[config.mk]
export PLATFORM = sky130hd
export DESIGN_NAME = pulse_train_with_ramp_down
export DESIGN_NICKNAME = d
export VERILOG_FILES = /design/src/hw/rtl/ptrd_pkg.sv /design/src/hw/rtl/ptrd_csr.sv /design/src/hw/rtl/ptrd_div.sv /design/src/hw/rtl/pulse_train_with_ramp_down.sv
export SDC_FILE = /design/constraint.sdc
export NUM_CORES = 1
export LEC_CHECK = 0
export BUFFER_PORTS_ARGS = -buffer_cell sky130_fd_sc_hd__buf_2
export CORE_MARGIN = 2
export CORE_UTILIZATION = 31
export CTS_CLUSTER_DIAMETER = 30
export DETAILED_ROUTE_END_ITERATION = 16
export SLEW_MARGIN = 20
export SYNTH_ARGS = -nofsm -noshare
export SYNTH_HDL_FRONTEND = slang
export SYNTH_SLANG_ARGS = --single-unit
[constraint.sdc]
create_clock -name clock -period 10.65 [get_ports clock]
set_clock_uncertainty 0.2 [all_clocks]
set_input_delay 1.065 -clock clock [delete_from_list [all_inputs] [get_ports clock]]
set_output_delay 1.065 -clock clock [all_outputs]
set_load 0.05 [all_outputs]
[src/hw/rtl/ptrd_pkg.sv]
// shared types, codes and constants for the pulse train sequencer
// no dependencies; imported by every other file of the block
`default_nettype none

package ptrd_pkg;

   // default values of the top level parameters
   localparam int COUNT_WIDTH_DEF = 24;
   localparam int FRAC_BITS_DEF   = 8;
   localparam int PWM_TOP_DEF     = 800;

   // fixed field widths
   localparam int OPCODE_W   = 2;
   localparam int STEPS_W    = 10;
   localparam int POWER_W    = 7;
   localparam int CMP_W      = 10;
   localparam int CSR_ADDR_W = 5;
   localparam int CSR_DATA_W = 32;

   // on level is power times eight
   localparam int POWER_SCALE_SHIFT = 3;
   localparam int POWER_LIMIT       = 100;

   // request opcodes
   typedef enum logic [OPCODE_W-1:0] {
      OP_TICK        = 2'd0,
      OP_START       = 2'd1,
      OP_CANCEL      = 2'd2,
      OP_CANCEL_RAMP = 2'd3
   } opcode_type;

   // register word index (byte address / 4)
   typedef enum logic [2:0] {
      IDX_DURATION    = 3'd0,
      IDX_PRE_DELAY   = 3'd1,
      IDX_PULSE_WIDTH = 3'd2,
      IDX_PERIOD      = 3'd3,
      IDX_POWER       = 3'd4,
      IDX_RAMP_ENABLE = 3'd5,
      IDX_RAMP_STEPS  = 3'd6,
      IDX_UNUSED      = 3'd7
   } csr_index_type;

   // divider status toward the sequencer
   typedef struct packed {
      logic busy;
      logic done;
   } div_stat_type;

endpackage

`default_nettype wire

[src/hw/rtl/ptrd_csr.sv]
// configuration register file with an apb style access port
// depends on ptrd_pkg
`default_nettype none

module ptrd_csr #(
   parameter int COUNT_WIDTH = ptrd_pkg::COUNT_WIDTH_DEF
) (
   input  logic                                clock,
   input  logic                                reset,
   input  logic                                psel,
   input  logic                                penable,
   input  logic                                pwrite,
   input  logic [ptrd_pkg::CSR_ADDR_W-1:0]     paddr,
   input  logic [ptrd_pkg::CSR_DATA_W-1:0]     pwdata,
   output logic [ptrd_pkg::CSR_DATA_W-1:0]     prdata,
   output logic                                pready,
   output logic [COUNT_WIDTH-1:0]              duration_ticks,
   output logic [COUNT_WIDTH-1:0]              pre_delay_ticks,
   output logic [COUNT_WIDTH-1:0]              pulse_width_ticks,
   output logic [COUNT_WIDTH-1:0]              period_ticks,
   output logic [ptrd_pkg::POWER_W-1:0]        power_percent,
   output logic                                ramp_enable,
   output logic [ptrd_pkg::STEPS_W-1:0]        ramp_steps
);
   import ptrd_pkg::*;

   logic [COUNT_WIDTH-1:0] duration_ff,    duration_in;
   logic [COUNT_WIDTH-1:0] pre_delay_ff,   pre_delay_in;
   logic [COUNT_WIDTH-1:0] width_ff,       width_in;
   logic [COUNT_WIDTH-1:0] period_ff,      period_in;
   logic [POWER_W-1:0]     power_ff,       power_in;
   logic                   ramp_enable_ff, ramp_enable_in;
   logic [STEPS_W-1:0]     ramp_steps_ff,  ramp_steps_in;

   csr_index_type index;
   logic          wr_en;

   assign index  = csr_index_type'(paddr[CSR_ADDR_W-1:2]);
   assign wr_en  = psel & penable & pwrite;
   assign pready = 1'b1;

   // register write decode
   always_comb begin
      duration_in    = duration_ff;
      pre_delay_in   = pre_delay_ff;
      width_in       = width_ff;
      period_in      = period_ff;
      power_in       = power_ff;
      ramp_enable_in = ramp_enable_ff;
      ramp_steps_in  = ramp_steps_ff;
      if (wr_en) begin
         case (index)
            IDX_DURATION:    duration_in    = pwdata[COUNT_WIDTH-1:0];
            IDX_PRE_DELAY:   pre_delay_in   = pwdata[COUNT_WIDTH-1:0];
            IDX_PULSE_WIDTH: width_in       = pwdata[COUNT_WIDTH-1:0];
            IDX_PERIOD:      period_in      = pwdata[COUNT_WIDTH-1:0];
            IDX_POWER:       power_in       = pwdata[POWER_W-1:0];
            IDX_RAMP_ENABLE: ramp_enable_in = pwdata[0];
            IDX_RAMP_STEPS:  ramp_steps_in  = pwdata[STEPS_W-1:0];
            default: ;
         endcase
      end
   end

   // read mux
   always_comb begin
      case (index)
         IDX_DURATION:    prdata = CSR_DATA_W'(duration_ff);
         IDX_PRE_DELAY:   prdata = CSR_DATA_W'(pre_delay_ff);
         IDX_PULSE_WIDTH: prdata = CSR_DATA_W'(width_ff);
         IDX_PERIOD:      prdata = CSR_DATA_W'(period_ff);
         IDX_POWER:       prdata = CSR_DATA_W'(power_ff);
         IDX_RAMP_ENABLE: prdata = CSR_DATA_W'(ramp_enable_ff);
         IDX_RAMP_STEPS:  prdata = CSR_DATA_W'(ramp_steps_ff);
         default:         prdata = '0;
      endcase
   end

   always_ff @(posedge clock) begin
      if (reset) begin
         duration_ff    <= '0;
         pre_delay_ff   <= '0;
         width_ff       <= '0;
         period_ff      <= '0;
         power_ff       <= '0;
         ramp_enable_ff <= 1'b0;
         ramp_steps_ff  <= '0;
      end else begin
         duration_ff    <= duration_in;
         pre_delay_ff   <= pre_delay_in;
         width_ff       <= width_in;
         period_ff      <= period_in;
         power_ff       <= power_in;
         ramp_enable_ff <= ramp_enable_in;
         ramp_steps_ff  <= ramp_steps_in;
      end
   end

   assign duration_ticks    = duration_ff;
   assign pre_delay_ticks   = pre_delay_ff;
   assign pulse_width_ticks = width_ff;
   assign period_ticks      = period_ff;
   assign power_percent     = power_ff;
   assign ramp_enable       = ramp_enable_ff;
   assign ramp_steps        = ramp_steps_ff;

endmodule

`default_nettype wire

[src/hw/rtl/ptrd_div.sv]
// serial restoring divider, one quotient bit per cycle
// depends on ptrd_pkg; a zero divisor gives a zero quotient
`default_nettype none

module ptrd_div #(
   parameter int DIVIDEND_W = 18,
   parameter int DIVISOR_W  = ptrd_pkg::STEPS_W
) (
   input  logic                     clock,
   input  logic                     reset,
   input  logic                     start,
   input  logic [DIVIDEND_W-1:0]    dividend,
   input  logic [DIVISOR_W-1:0]     divisor,
   output logic [DIVIDEND_W-1:0]    quotient,
   output ptrd_pkg::div_stat_type   stat
);
   import ptrd_pkg::*;

   localparam int CNT_W = $clog2(DIVIDEND_W + 1);

   logic                  busy_ff, busy_in;
   logic                  done_ff, done_in;
   logic [CNT_W-1:0]      cnt_ff,  cnt_in;
   logic [DIVIDEND_W-1:0] quo_ff,  quo_in;
   logic [DIVISOR_W-1:0]  rem_ff,  rem_in;
   logic [DIVISOR_W-1:0]  den_ff,  den_in;

   logic [DIVISOR_W:0]    rem_sh;
   logic [DIVISOR_W:0]    diff;
   logic                  fits;

   // trial subtract of the shifted remainder
   assign rem_sh = {rem_ff, quo_ff[DIVIDEND_W-1]};
   assign diff   = rem_sh - {1'b0, den_ff};
   assign fits   = (rem_sh >= {1'b0, den_ff});

   always_comb begin
      busy_in = busy_ff;
      done_in = 1'b0;
      cnt_in  = cnt_ff;
      quo_in  = quo_ff;
      rem_in  = rem_ff;
      den_in  = den_ff;
      if (start) begin
         busy_in = 1'b1;
         cnt_in  = CNT_W'(DIVIDEND_W);
         quo_in  = dividend;
         rem_in  = '0;
         den_in  = divisor;
      end else if (busy_ff) begin
         rem_in = fits ? diff[DIVISOR_W-1:0] : rem_sh[DIVISOR_W-1:0];
         quo_in = {quo_ff[DIVIDEND_W-2:0], fits};
         cnt_in = cnt_ff - 1'b1;
         if (cnt_ff == CNT_W'(1)) begin
            busy_in = 1'b0;
            done_in = 1'b1;
         end
      end
   end

   always_ff @(posedge clock) begin
      if (reset) begin
         busy_ff <= 1'b0;
         done_ff <= 1'b0;
         cnt_ff  <= '0;
      end else begin
         busy_ff <= busy_in;
         done_ff <= done_in;
         cnt_ff  <= cnt_in;
      end
      quo_ff <= quo_in;
      rem_ff <= rem_in;
      den_ff <= den_in;
   end

   assign quotient  = (den_ff == '0) ? '0 : quo_ff;
   assign stat.busy = busy_ff;
   assign stat.done = done_ff;

endmodule

`default_nettype wire

[src/hw/rtl/pulse_train_with_ramp_down.sv]
// pulse train sequencer with ramp-down: request sequencer and timing datapath
// depends on ptrd_pkg, ptrd_csr, ptrd_div
//
// Usage: each request word carries an opcode (tick, start, cancel now, cancel
// with ramp-down) and a step count for the ramped cancel. Every request word
// yields exactly one response word: the current pwm compare value, the running
// flag and a start error flag. Both channels move a word at a clock edge where
// valid is high and stall is low.
// Request flow: a tick while running passes ST_TICK_INC, ST_TICK_EVAL and ST_DONE;
// a tick while idle and a cancel go straight to ST_DONE; a start without ramp
// passes ST_START_LOAD, ST_START_TIME and ST_DONE (ST_START_TIME is skipped when
// rejected or the duration is zero). A start with ramp enabled and a ramped cancel
// first wait in ST_DIV on the serial divider (one quotient bit per cycle, LEVEL_W =
// 10 + FRAC_BITS quotient bits). One request
// is in work at a time; req_stall is high until its response has been loaded
// into the output register.
// A stalled response holds in the output register while the next request is
// accepted and processed; that request's response waits until the register
// frees.
// Reset (synchronous, active high) clears the state, flags, timing state and the
// response valid flag, not the response data; the block is ready once it is released.
`default_nettype none

module pulse_train_with_ramp_down #(
   parameter int COUNT_WIDTH = ptrd_pkg::COUNT_WIDTH_DEF,
   parameter int FRAC_BITS   = ptrd_pkg::FRAC_BITS_DEF,
   parameter int PWM_TOP     = ptrd_pkg::PWM_TOP_DEF
) (
   input  logic                             clock,
   input  logic                             reset,
   // request channel
   input  logic                             req_valid,
   output logic                             req_stall,
   input  logic [ptrd_pkg::OPCODE_W-1:0]    req_opcode,
   input  logic [ptrd_pkg::STEPS_W-1:0]     req_cancel_steps,
   // response channel
   output logic                             rsp_valid,
   input  logic                             rsp_stall,
   output logic [ptrd_pkg::CMP_W-1:0]       rsp_pwm_compare,
   output logic                             rsp_pulse_active,
   output logic                             rsp_start_error,
   // configuration port
   input  logic                             csr_psel,
   input  logic                             csr_penable,
   input  logic                             csr_pwrite,
   input  logic [ptrd_pkg::CSR_ADDR_W-1:0]  csr_paddr,
   input  logic [ptrd_pkg::CSR_DATA_W-1:0]  csr_pwdata,
   output logic [ptrd_pkg::CSR_DATA_W-1:0]  csr_prdata,
   output logic                             csr_pready
);
   import ptrd_pkg::*;

   localparam int CW      = COUNT_WIDTH;
   localparam int WW      = COUNT_WIDTH + 1;
   localparam int LEVEL_W = POWER_W + POWER_SCALE_SHIFT + FRAC_BITS;

   typedef enum logic [2:0] {
      ST_IDLE,
      ST_TICK_INC,
      ST_TICK_EVAL,
      ST_DIV,
      ST_START_LOAD,
      ST_START_TIME,
      ST_DONE
   } state_type;

   // configuration
   logic [CW-1:0]      cfg_duration;
   logic [CW-1:0]      cfg_pre_delay;
   logic [CW-1:0]      cfg_width;
   logic [CW-1:0]      cfg_period;
   logic [POWER_W-1:0] cfg_power;
   logic               cfg_ramp_enable;
   logic [STEPS_W-1:0] cfg_ramp_steps;

   ptrd_csr #(
      .COUNT_WIDTH (COUNT_WIDTH)
   ) u_csr (
      .clock             (clock),
      .reset             (reset),
      .psel              (csr_psel),
      .penable           (csr_penable),
      .pwrite            (csr_pwrite),
      .paddr             (csr_paddr),
      .pwdata            (csr_pwdata),
      .prdata            (csr_prdata),
      .pready            (csr_pready),
      .duration_ticks    (cfg_duration),
      .pre_delay_ticks   (cfg_pre_delay),
      .pulse_width_ticks (cfg_width),
      .period_ticks      (cfg_period),
      .power_percent     (cfg_power),
      .ramp_enable       (cfg_ramp_enable),
      .ramp_steps        (cfg_ramp_steps)
   );

   // sequencer and datapath registers
   state_type          state_ff,        state_in;
   opcode_type         op_ff,           op_in;
   logic [STEPS_W-1:0] csteps_ff,       csteps_in;
   logic               running_ff,      running_in;
   logic               phase_on_ff,     phase_on_in;
   logic               ramp_armed_ff,   ramp_armed_in;
   logic [WW-1:0]      elapsed_ff,      elapsed_in;
   logic [CW-1:0]      live_pre_ff,     live_pre_in;
   logic [CW-1:0]      live_dur_ff,     live_dur_in;
   logic [WW-1:0]      live_end_ff,     live_end_in;
   logic [WW-1:0]      next_flip_ff,    next_flip_in;
   logic [CW-1:0]      live_on_ff,      live_on_in;
   logic [CW-1:0]      live_off_ff,     live_off_in;
   logic [LEVEL_W-1:0] level_ff,        level_in;
   logic [LEVEL_W-1:0] ramp_step_ff,    ramp_step_in;
   logic [STEPS_W-1:0] ramp_done_ff,    ramp_done_in;
   logic [STEPS_W-1:0] ramp_limit_ff,   ramp_limit_in;
   logic [CMP_W-1:0]   compare_ff,      compare_in;
   logic               err_ff,          err_in;
   logic               rsp_valid_ff,    rsp_valid_in;
   logic [CMP_W-1:0]   rsp_compare_ff,  rsp_compare_in;
   logic               rsp_active_ff,   rsp_active_in;
   logic               rsp_error_ff,    rsp_error_in;

   // shared divider
   logic               div_start;
   logic [LEVEL_W-1:0] div_dividend;
   logic [STEPS_W-1:0] div_divisor;
   logic [LEVEL_W-1:0] div_quotient;
   div_stat_type       div_stat;

   ptrd_div #(
      .DIVIDEND_W (LEVEL_W),
      .DIVISOR_W  (STEPS_W)
   ) u_div (
      .clock    (clock),
      .reset    (reset),
      .start    (div_start),
      .dividend (div_dividend),
      .divisor  (div_divisor),
      .quotient (div_quotient),
      .stat     (div_stat)
   );

   // integer part of a level, clamped to the pwm top
   function automatic logic [CMP_W-1:0] show_level(input logic [LEVEL_W-1:0] lv);
      logic [CMP_W-1:0] v;
      v = lv[LEVEL_W-1:FRAC_BITS];
      if (32'(v) > 32'(PWM_TOP))
         return CMP_W'(PWM_TOP);
      return v;
   endfunction

   logic               req_accept;
   logic [LEVEL_W-1:0] on_level;
   logic [WW-1:0]      elapsed_inc;
   logic [WW:0]        flip_sum;
   logic [WW-1:0]      flip_sat;
   logic [LEVEL_W-1:0] level_dec;
   logic               before_pre;
   logic               at_pre;
   logic               in_train;
   logic               before_flip;
   logic               ramp_go;
   logic               stop_now;

   assign req_accept = req_valid & ~req_stall;
   assign req_stall  = (state_ff != ST_IDLE);
   assign on_level   = {cfg_power, {POWER_SCALE_SHIFT{1'b0}}, {FRAC_BITS{1'b0}}};

   // tick arithmetic: saturating counters, window compares, ramp step
   assign elapsed_inc = (elapsed_ff == '1) ? elapsed_ff : elapsed_ff + 1'b1;
   assign flip_sum    = {1'b0, next_flip_ff}
                        + (WW+1)'(phase_on_ff ? live_off_ff : live_on_ff);
   assign flip_sat    = flip_sum[WW] ? '1 : flip_sum[WW-1:0];
   assign level_dec   = level_ff - ramp_step_ff;
   assign before_pre  = (elapsed_ff < WW'(live_pre_ff));
   assign at_pre      = (elapsed_ff == WW'(live_pre_ff));
   assign in_train    = (elapsed_ff < live_end_ff);
   assign before_flip = (elapsed_ff < next_flip_ff);
   assign ramp_go     = ramp_armed_ff && (level_ff > ramp_step_ff)
                        && (ramp_done_ff < ramp_limit_ff);

   // divider operands are selected by the request opcode
   assign div_start    = req_accept && ((opcode_type'(req_opcode) == OP_CANCEL_RAMP)
                         || ((opcode_type'(req_opcode) == OP_START) && cfg_ramp_enable));
   assign div_dividend = (opcode_type'(req_opcode) == OP_START) ? on_level : level_ff;
   assign div_divisor  = (opcode_type'(req_opcode) == OP_START) ? cfg_ramp_steps
                                                                 : req_cancel_steps;

   // sequencer
   always_comb begin
      state_in       = state_ff;
      op_in          = op_ff;
      csteps_in      = csteps_ff;
      running_in     = running_ff;
      phase_on_in    = phase_on_ff;
      ramp_armed_in  = ramp_armed_ff;
      elapsed_in     = elapsed_ff;
      live_pre_in    = live_pre_ff;
      live_dur_in    = live_dur_ff;
      live_end_in    = live_end_ff;
      next_flip_in   = next_flip_ff;
      live_on_in     = live_on_ff;
      live_off_in    = live_off_ff;
      level_in       = level_ff;
      ramp_step_in   = ramp_step_ff;
      ramp_done_in   = ramp_done_ff;
      ramp_limit_in  = ramp_limit_ff;
      compare_in     = compare_ff;
      err_in         = err_ff;
      rsp_valid_in   = rsp_valid_ff & rsp_stall;
      rsp_compare_in = rsp_compare_ff;
      rsp_active_in  = rsp_active_ff;
      rsp_error_in   = rsp_error_ff;
      stop_now       = 1'b0;

      case (state_ff)
         ST_IDLE: begin
            if (req_accept) begin
               op_in     = opcode_type'(req_opcode);
               csteps_in = req_cancel_steps;
               err_in    = 1'b0;
               case (opcode_type'(req_opcode))
                  OP_TICK:   state_in = running_ff ? ST_TICK_INC : ST_DONE;
                  OP_START:  state_in = cfg_ramp_enable ? ST_DIV : ST_START_LOAD;
                  OP_CANCEL: begin
                     stop_now = 1'b1;
                     state_in = ST_DONE;
                  end
                  OP_CANCEL_RAMP: state_in = ST_DIV;
                  default:        state_in = ST_DONE;
               endcase
            end
         end

         ST_TICK_INC: begin
            elapsed_in = elapsed_inc;
            state_in   = ST_TICK_EVAL;
         end

         // one tick of the train: pre-delay, on/off phases, ramp, stop
         ST_TICK_EVAL: begin
            if (!before_pre) begin
               if (at_pre)
                  compare_in = show_level(level_ff);
               if (in_train) begin
                  if (!before_flip) begin
                     if (phase_on_ff && (live_off_ff != '0)) begin
                        phase_on_in  = 1'b0;
                        next_flip_in = flip_sat;
                        compare_in   = '0;
                     end else if (!phase_on_ff && (live_on_ff != '0)) begin
                        phase_on_in  = 1'b1;
                        next_flip_in = flip_sat;
                        compare_in   = show_level(level_ff);
                     end
                  end
               end else if (ramp_go) begin
                  level_in     = level_dec;
                  compare_in   = show_level(level_dec);
                  ramp_done_in = ramp_done_ff + 1'b1;
               end else begin
                  stop_now = 1'b1;
               end
            end
            state_in = ST_DONE;
         end

         // wait for the ramp step quotient, then arm the ramp
         ST_DIV: begin
            if (div_stat.done) begin
               ramp_step_in  = div_quotient;
               ramp_done_in  = '0;
               ramp_armed_in = 1'b1;
               if (op_ff == OP_START) begin
                  ramp_limit_in = cfg_ramp_steps;
                  state_in      = ST_START_LOAD;
               end else begin
                  ramp_limit_in = csteps_ff;
                  live_pre_in   = '0;
                  live_dur_in   = '0;
                  live_end_in   = '0;
                  state_in      = ST_DONE;
               end
            end
         end

         ST_START_LOAD: begin
            state_in = ST_DONE;
            if (32'(cfg_power) > 32'(POWER_LIMIT)) begin
               err_in = 1'b1;
            end else begin
               level_in = on_level;
               if (cfg_duration != '0) begin
                  live_dur_in = cfg_duration;
                  live_pre_in = cfg_pre_delay;
                  live_on_in  = cfg_width;
                  live_off_in = (cfg_period > cfg_width) ? cfg_period - cfg_width : '0;
                  live_end_in = WW'(cfg_pre_delay) + WW'(cfg_duration);
                  phase_on_in = 1'b1;
                  running_in  = 1'b1;
                  state_in    = ST_START_TIME;
               end
            end
         end

         ST_START_TIME: begin
            next_flip_in = WW'(live_pre_ff) + WW'(live_on_ff);
            if (live_pre_ff == '0)
               compare_in = show_level(level_ff);
            state_in = ST_DONE;
         end

         // hand the response to the output register once it is free
         ST_DONE: begin
            if (!rsp_valid_ff || !rsp_stall) begin
               rsp_valid_in   = 1'b1;
               rsp_compare_in = compare_ff;
               rsp_active_in  = running_ff;
               rsp_error_in   = err_ff;
               state_in       = ST_IDLE;
            end
         end

         default: state_in = ST_IDLE;
      endcase

      // stop: the running flag, compare value and all timing and ramp state clear; the phase flag does not
      if (stop_now) begin
         running_in    = 1'b0;
         compare_in    = '0;
         elapsed_in    = '0;
         live_pre_in   = '0;
         live_dur_in   = '0;
         live_end_in   = '0;
         next_flip_in  = '0;
         live_on_in    = '0;
         live_off_in   = '0;
         level_in      = '0;
         ramp_step_in  = '0;
         ramp_done_in  = '0;
         ramp_limit_in = '0;
         ramp_armed_in = 1'b0;
      end
   end

   always_ff @(posedge clock) begin
      if (reset) begin
         state_ff      <= ST_IDLE;
         running_ff    <= 1'b0;
         phase_on_ff   <= 1'b0;
         ramp_armed_ff <= 1'b0;
         elapsed_ff    <= '0;
         live_pre_ff   <= '0;
         live_dur_ff   <= '0;
         live_end_ff   <= '0;
         next_flip_ff  <= '0;
         live_on_ff    <= '0;
         live_off_ff   <= '0;
         level_ff      <= '0;
         ramp_step_ff  <= '0;
         ramp_done_ff  <= '0;
         ramp_limit_ff <= '0;
         compare_ff    <= '0;
         err_ff        <= 1'b0;
         rsp_valid_ff  <= 1'b0;
      end else begin
         state_ff      <= state_in;
         running_ff    <= running_in;
         phase_on_ff   <= phase_on_in;
         ramp_armed_ff <= ramp_armed_in;
         elapsed_ff    <= elapsed_in;
         live_pre_ff   <= live_pre_in;
         live_dur_ff   <= live_dur_in;
         live_end_ff   <= live_end_in;
         next_flip_ff  <= next_flip_in;
         live_on_ff    <= live_on_in;
         live_off_ff   <= live_off_in;
         level_ff      <= level_in;
         ramp_step_ff  <= ramp_step_in;
         ramp_done_ff  <= ramp_done_in;
         ramp_limit_ff <= ramp_limit_in;
         compare_ff    <= compare_in;
         err_ff        <= err_in;
         rsp_valid_ff  <= rsp_valid_in;
      end
      op_ff          <= op_in;
      csteps_ff      <= csteps_in;
      rsp_compare_ff <= rsp_compare_in;
      rsp_active_ff  <= rsp_active_in;
      rsp_error_ff   <= rsp_error_in;
   end

   assign rsp_valid        = rsp_valid_ff;
   assign rsp_pwm_compare  = rsp_compare_ff;
   assign rsp_pulse_active = rsp_active_ff;
   assign rsp_start_error  = rsp_error_ff;

   // the divider only reports completion while the sequencer waits on it
   a_div_done_in_div: assert property (@(posedge clock) disable iff (reset)
      div_stat.done |-> (state_ff == ST_DIV))
      else $error("divider completed outside the divide step");

   // a sequencer that is not running always drives a zero compare value
   a_idle_compare_zero: assert property (@(posedge clock) disable iff (reset)
      !running_ff |-> (compare_ff == '0))
      else $error("compare value nonzero while not running");

   // ramp progress never passes its limit
   a_ramp_bounded: assert property (@(posedge clock) disable iff (reset)
      ramp_done_ff <= ramp_limit_ff)
      else $error("ramp step count beyond its limit");

   // an accepted word always leaves the idle state
   a_accept_busy: assert property (@(posedge clock) disable iff (reset)
      req_accept |=> (state_ff != ST_IDLE))
      else $error("request accepted without starting work");

endmodule

`default_nettype wire
==> flow_metrics.py <==
metrics = {
    "timing": {
        "rsz0062_at_grt": "no",
        "worst_pin_slew_ns": 1.16,
        "fin_crit_sh_pct": 45.5,
        "hold_ws_ns": 0.253,
        "setup_viol": 0,
        "fin_ws_ns": 5.80,
        "fmax_mhz": 206,
        "tns_ns": 0,
        "maxSlewHeadroom_pct": 22.3,
        "final-hold-violation-count": 0,
        "finalMaxSlewViolations": 0,
        "fin_crit_ns": 4.85,
    },
    "floorplanning": {
        "die_w_um": 288,
        "dieArea_um2": 82900,
        "start_util_pct": 31.2,
        "core_area_um2": 80200,
        "fp-row-count": 104,
        "ios": 103,
        "die_y_um": 288,
    },
    "drt": {
        "drt-total-wl_um": 77500,
        "vias": 22238,
        "wire_per_inst_um": 18.2,
        "drc": 0,
        "dr.pass1.iters": 5,
        "drt_iter0_markers": 1584,
        "ant_nets": 0,
        "vias_per_cell": 5.24,
    },
    "cts": {
        "path_clk_slew_ns": 0.05,
        "cts_buffers": 89,
        "clock_latency_ns": 0.63,
        "postCtsSetupRepairBufs": 0,
        "cts_resized": 0,
        "cts-root-buf": "clkbuf_16",
        "ctsHtreeMaxLevel": 3,
        "cts_max_path_buffers": 3,
        "cts_tree": "yes",
        "cts_sinks": 404,
        "cts.hold.buffers_added": 0,
    },
    "critical_path": {
        "worstSetupPathType": "reg -> reg",
        "crit_arrival_ns": 5.16,
        "crit_fanout": 175,
        "cp-end-kind": "register",
        "worstSetupStartpointType": "register",
        "worst_ep_required_time_ns": 10.96,
    },
    "global_routing": {
        "grt_pass1_vias": 21426,
        "grt_max_degree": 176,
        "grt_pass1_wl_um": 122000,
        "grt_usage_pct": 18.6,
        "overflow": 0,
        "grt_antenna_before_repair": 0,
    },
    "placement": {
        "gp_congestion": 0.907,
        "portBuffers": 83,
        "dpl.hpwl_um": 56000,
        "post-place-ws_ns": 5.84,
        "dpl_cell_area_um2": 26300,
    },
    "layout": {
        "design_area_um2": 29600,
        "final_util_pct": 36.9,
        "mostFrequentLayoutCells": "439 x nand2_1, 352 x dfxtp_1, 312 x a21oi_1",
        "layout_commonest_cell": "nand2_1",
        "multiInputGateArea_um2": 15100,
        "final_nets": 3380,
        "fill_cells": 8336,
        "area_growth_pct": 18.3,
        "drive_above_1_share_pct": 10.8,
        "regArea_um2": 8610,
    },
    "pwr": {
        "ir_drop_mv": 0.161,
        "leakagePower_nw": 11.9,
        "powerDensity_nw_per_um2": 174,
    },
    "synthesis": {
        "synth_seq_cells": 404,
        "seq_area_frac_synth_pct": 34.5,
        "syn_avg_cell_area_um2": 8.17,
        "syn_area_um2": 25000,
        "async_flop_share_pct": 0,
        "synthCells": 3059,
        "synth_cell_types": 97,
        "synth_warnings": 0,
        "synth-edff-count": 52,
        "synth_ff_type": "dfxtp_1",
    },
    "job": {
        "cap_violations": 0,
    },
    "outcome": {
        "status": "finished, final reports clean",
    },
    "hold_path": {
        "hold_path_class": "reg -> reg",
    },
}
-- Yosys cell counts, drive strengths merged, types with 19 or more instances --
master / n / area [um^2]
nor2b: 21 / 131
clkbuf: 108 / 405
nor2: 277 / 1050
o21ai: 114 / 586
edfxtp: 52 / 1560
o221ai: 20 / 181
mux2i: 60 / 601
nand2: 440 / 1650
a21o: 57 / 428
a211oi: 42 / 330
and2: 19 / 119
a21oi: 315 / 1580
ha: 209 / 2620
nor4: 33 / 206
xor2: 52 / 455
nor3: 45 / 230
dfxtp: 352 / 7050
nand3: 61 / 310
xnor2: 68 / 596
buf: 47 / 255
inv: 181 / 679
mux2: 37 / 417
a22oi: 117 / 878
nand4: 35 / 219
nand2b: 34 / 213
o21a: 28 / 210
-- where the power goes --
part | internal [mW] | leakage [nW] | switching, mW
Sequential | 1.60 | 3.32 | 0.0423
Combinational | 0.185 | 6.97 | 0.369
Clock | 2.00 | 1.57 | 0.948
Total | 3.78 | 11.9 | 1.36
-- final cells by class --
| cell class | count | share of cell area [%] |
|---|---|---|
| multi-input combinational | 2326 | 51.1 |
| sequential | 404 | 29.1 |
| clock buffer | 111 | 8.27 |
| tap | 1060 | 4.49 |
| clock inverter | 55 | 2.60 |
| inverter | 181 | 2.30 |
| timing repair buffer | 107 | 2.07 |
| antenna | 1 | 0.00847 |
-- path summary, 6_finish.rpt --
kind / startpoint / endpoint / slack, ns / cells after the start
hold reg to reg: live_end_ff[10] / live_end_ff[10] / 0.25 / 2
setup / recovery: level_ff[0] / next_flip_ff[24] / 5.80 / 13
setup reg to reg: level_ff[0] / next_flip_ff[24] / 5.80 / 13
hold / removal: live_end_ff[10] / live_end_ff[10] / 0.25 / 2
-- flip-flops by register name, summed over array words and instances, names as in the netlist, 18 cells and up --
register,flops
u_csr.pulse_width_ticks,24
ramp_step_ff,18
live_pre_ff,24
level_ff,18
live_on_ff,24
elapsed_ff,25
u_csr.duration_ticks,24
u_csr.period_ticks,24
live_off_ff,24
u_csr.pre_delay_ticks,24
next_flip_ff,25
u_div.quo_ff,18
live_end_ff,25
-- metal layers --
metal | vias up | wire length (um) | part of all wire (%) | GRT usage (%)
met1 | 10436 | 34900 | 45 | 24.3
met5 | - | 0 | 0 | 0
met2 | 597 | 35800 | 46 | 30.4
met3 | 153 | 4470 | 5.8 | 3.74
met4 | 0 | 2240 | 2.9 | 6.36
li1 | 11052 | - | - | -
-- critical path, stage by stage, from the launching register on --
cell and delay [ns]:
dfxtp_1 0.32, inv_1 0.06, ha_1 0.16, inv_1 0.05, fa_1 0.43, a211oi_1 0.30
o21a_1 0.18, o21ai_1 0.16, a211oi_1 0.51, o22ai_1 0.43, o21ai_4 0.66, buf_12 0.63
nor2_1 0.26, a32o_1 0.27
-- cell families after synthesis --
| kind of cell | synth area share [%] |
|---|---|
| and+or+nand+nor | 18.5 |
| other | 0.0301 |
| DFF | 34.5 |
| AOI/OAI and AO/OA | 22.3 |
| muxes | 4.16 |
| xor gates and xnor gates | 4.21 |
| buffers and inverters | 5.36 |
| adders and majority gates | 10.9 |
-- stage by stage --
step,cells,power [mW]
final,4245,5.14
after global routing,4244,5.33
after CTS,4244,5.18
after detailed placement,4078,2.22
after global placement,4078,2.22
after floorplan,3066,2.07
Power figures use the tool's default switching activity.
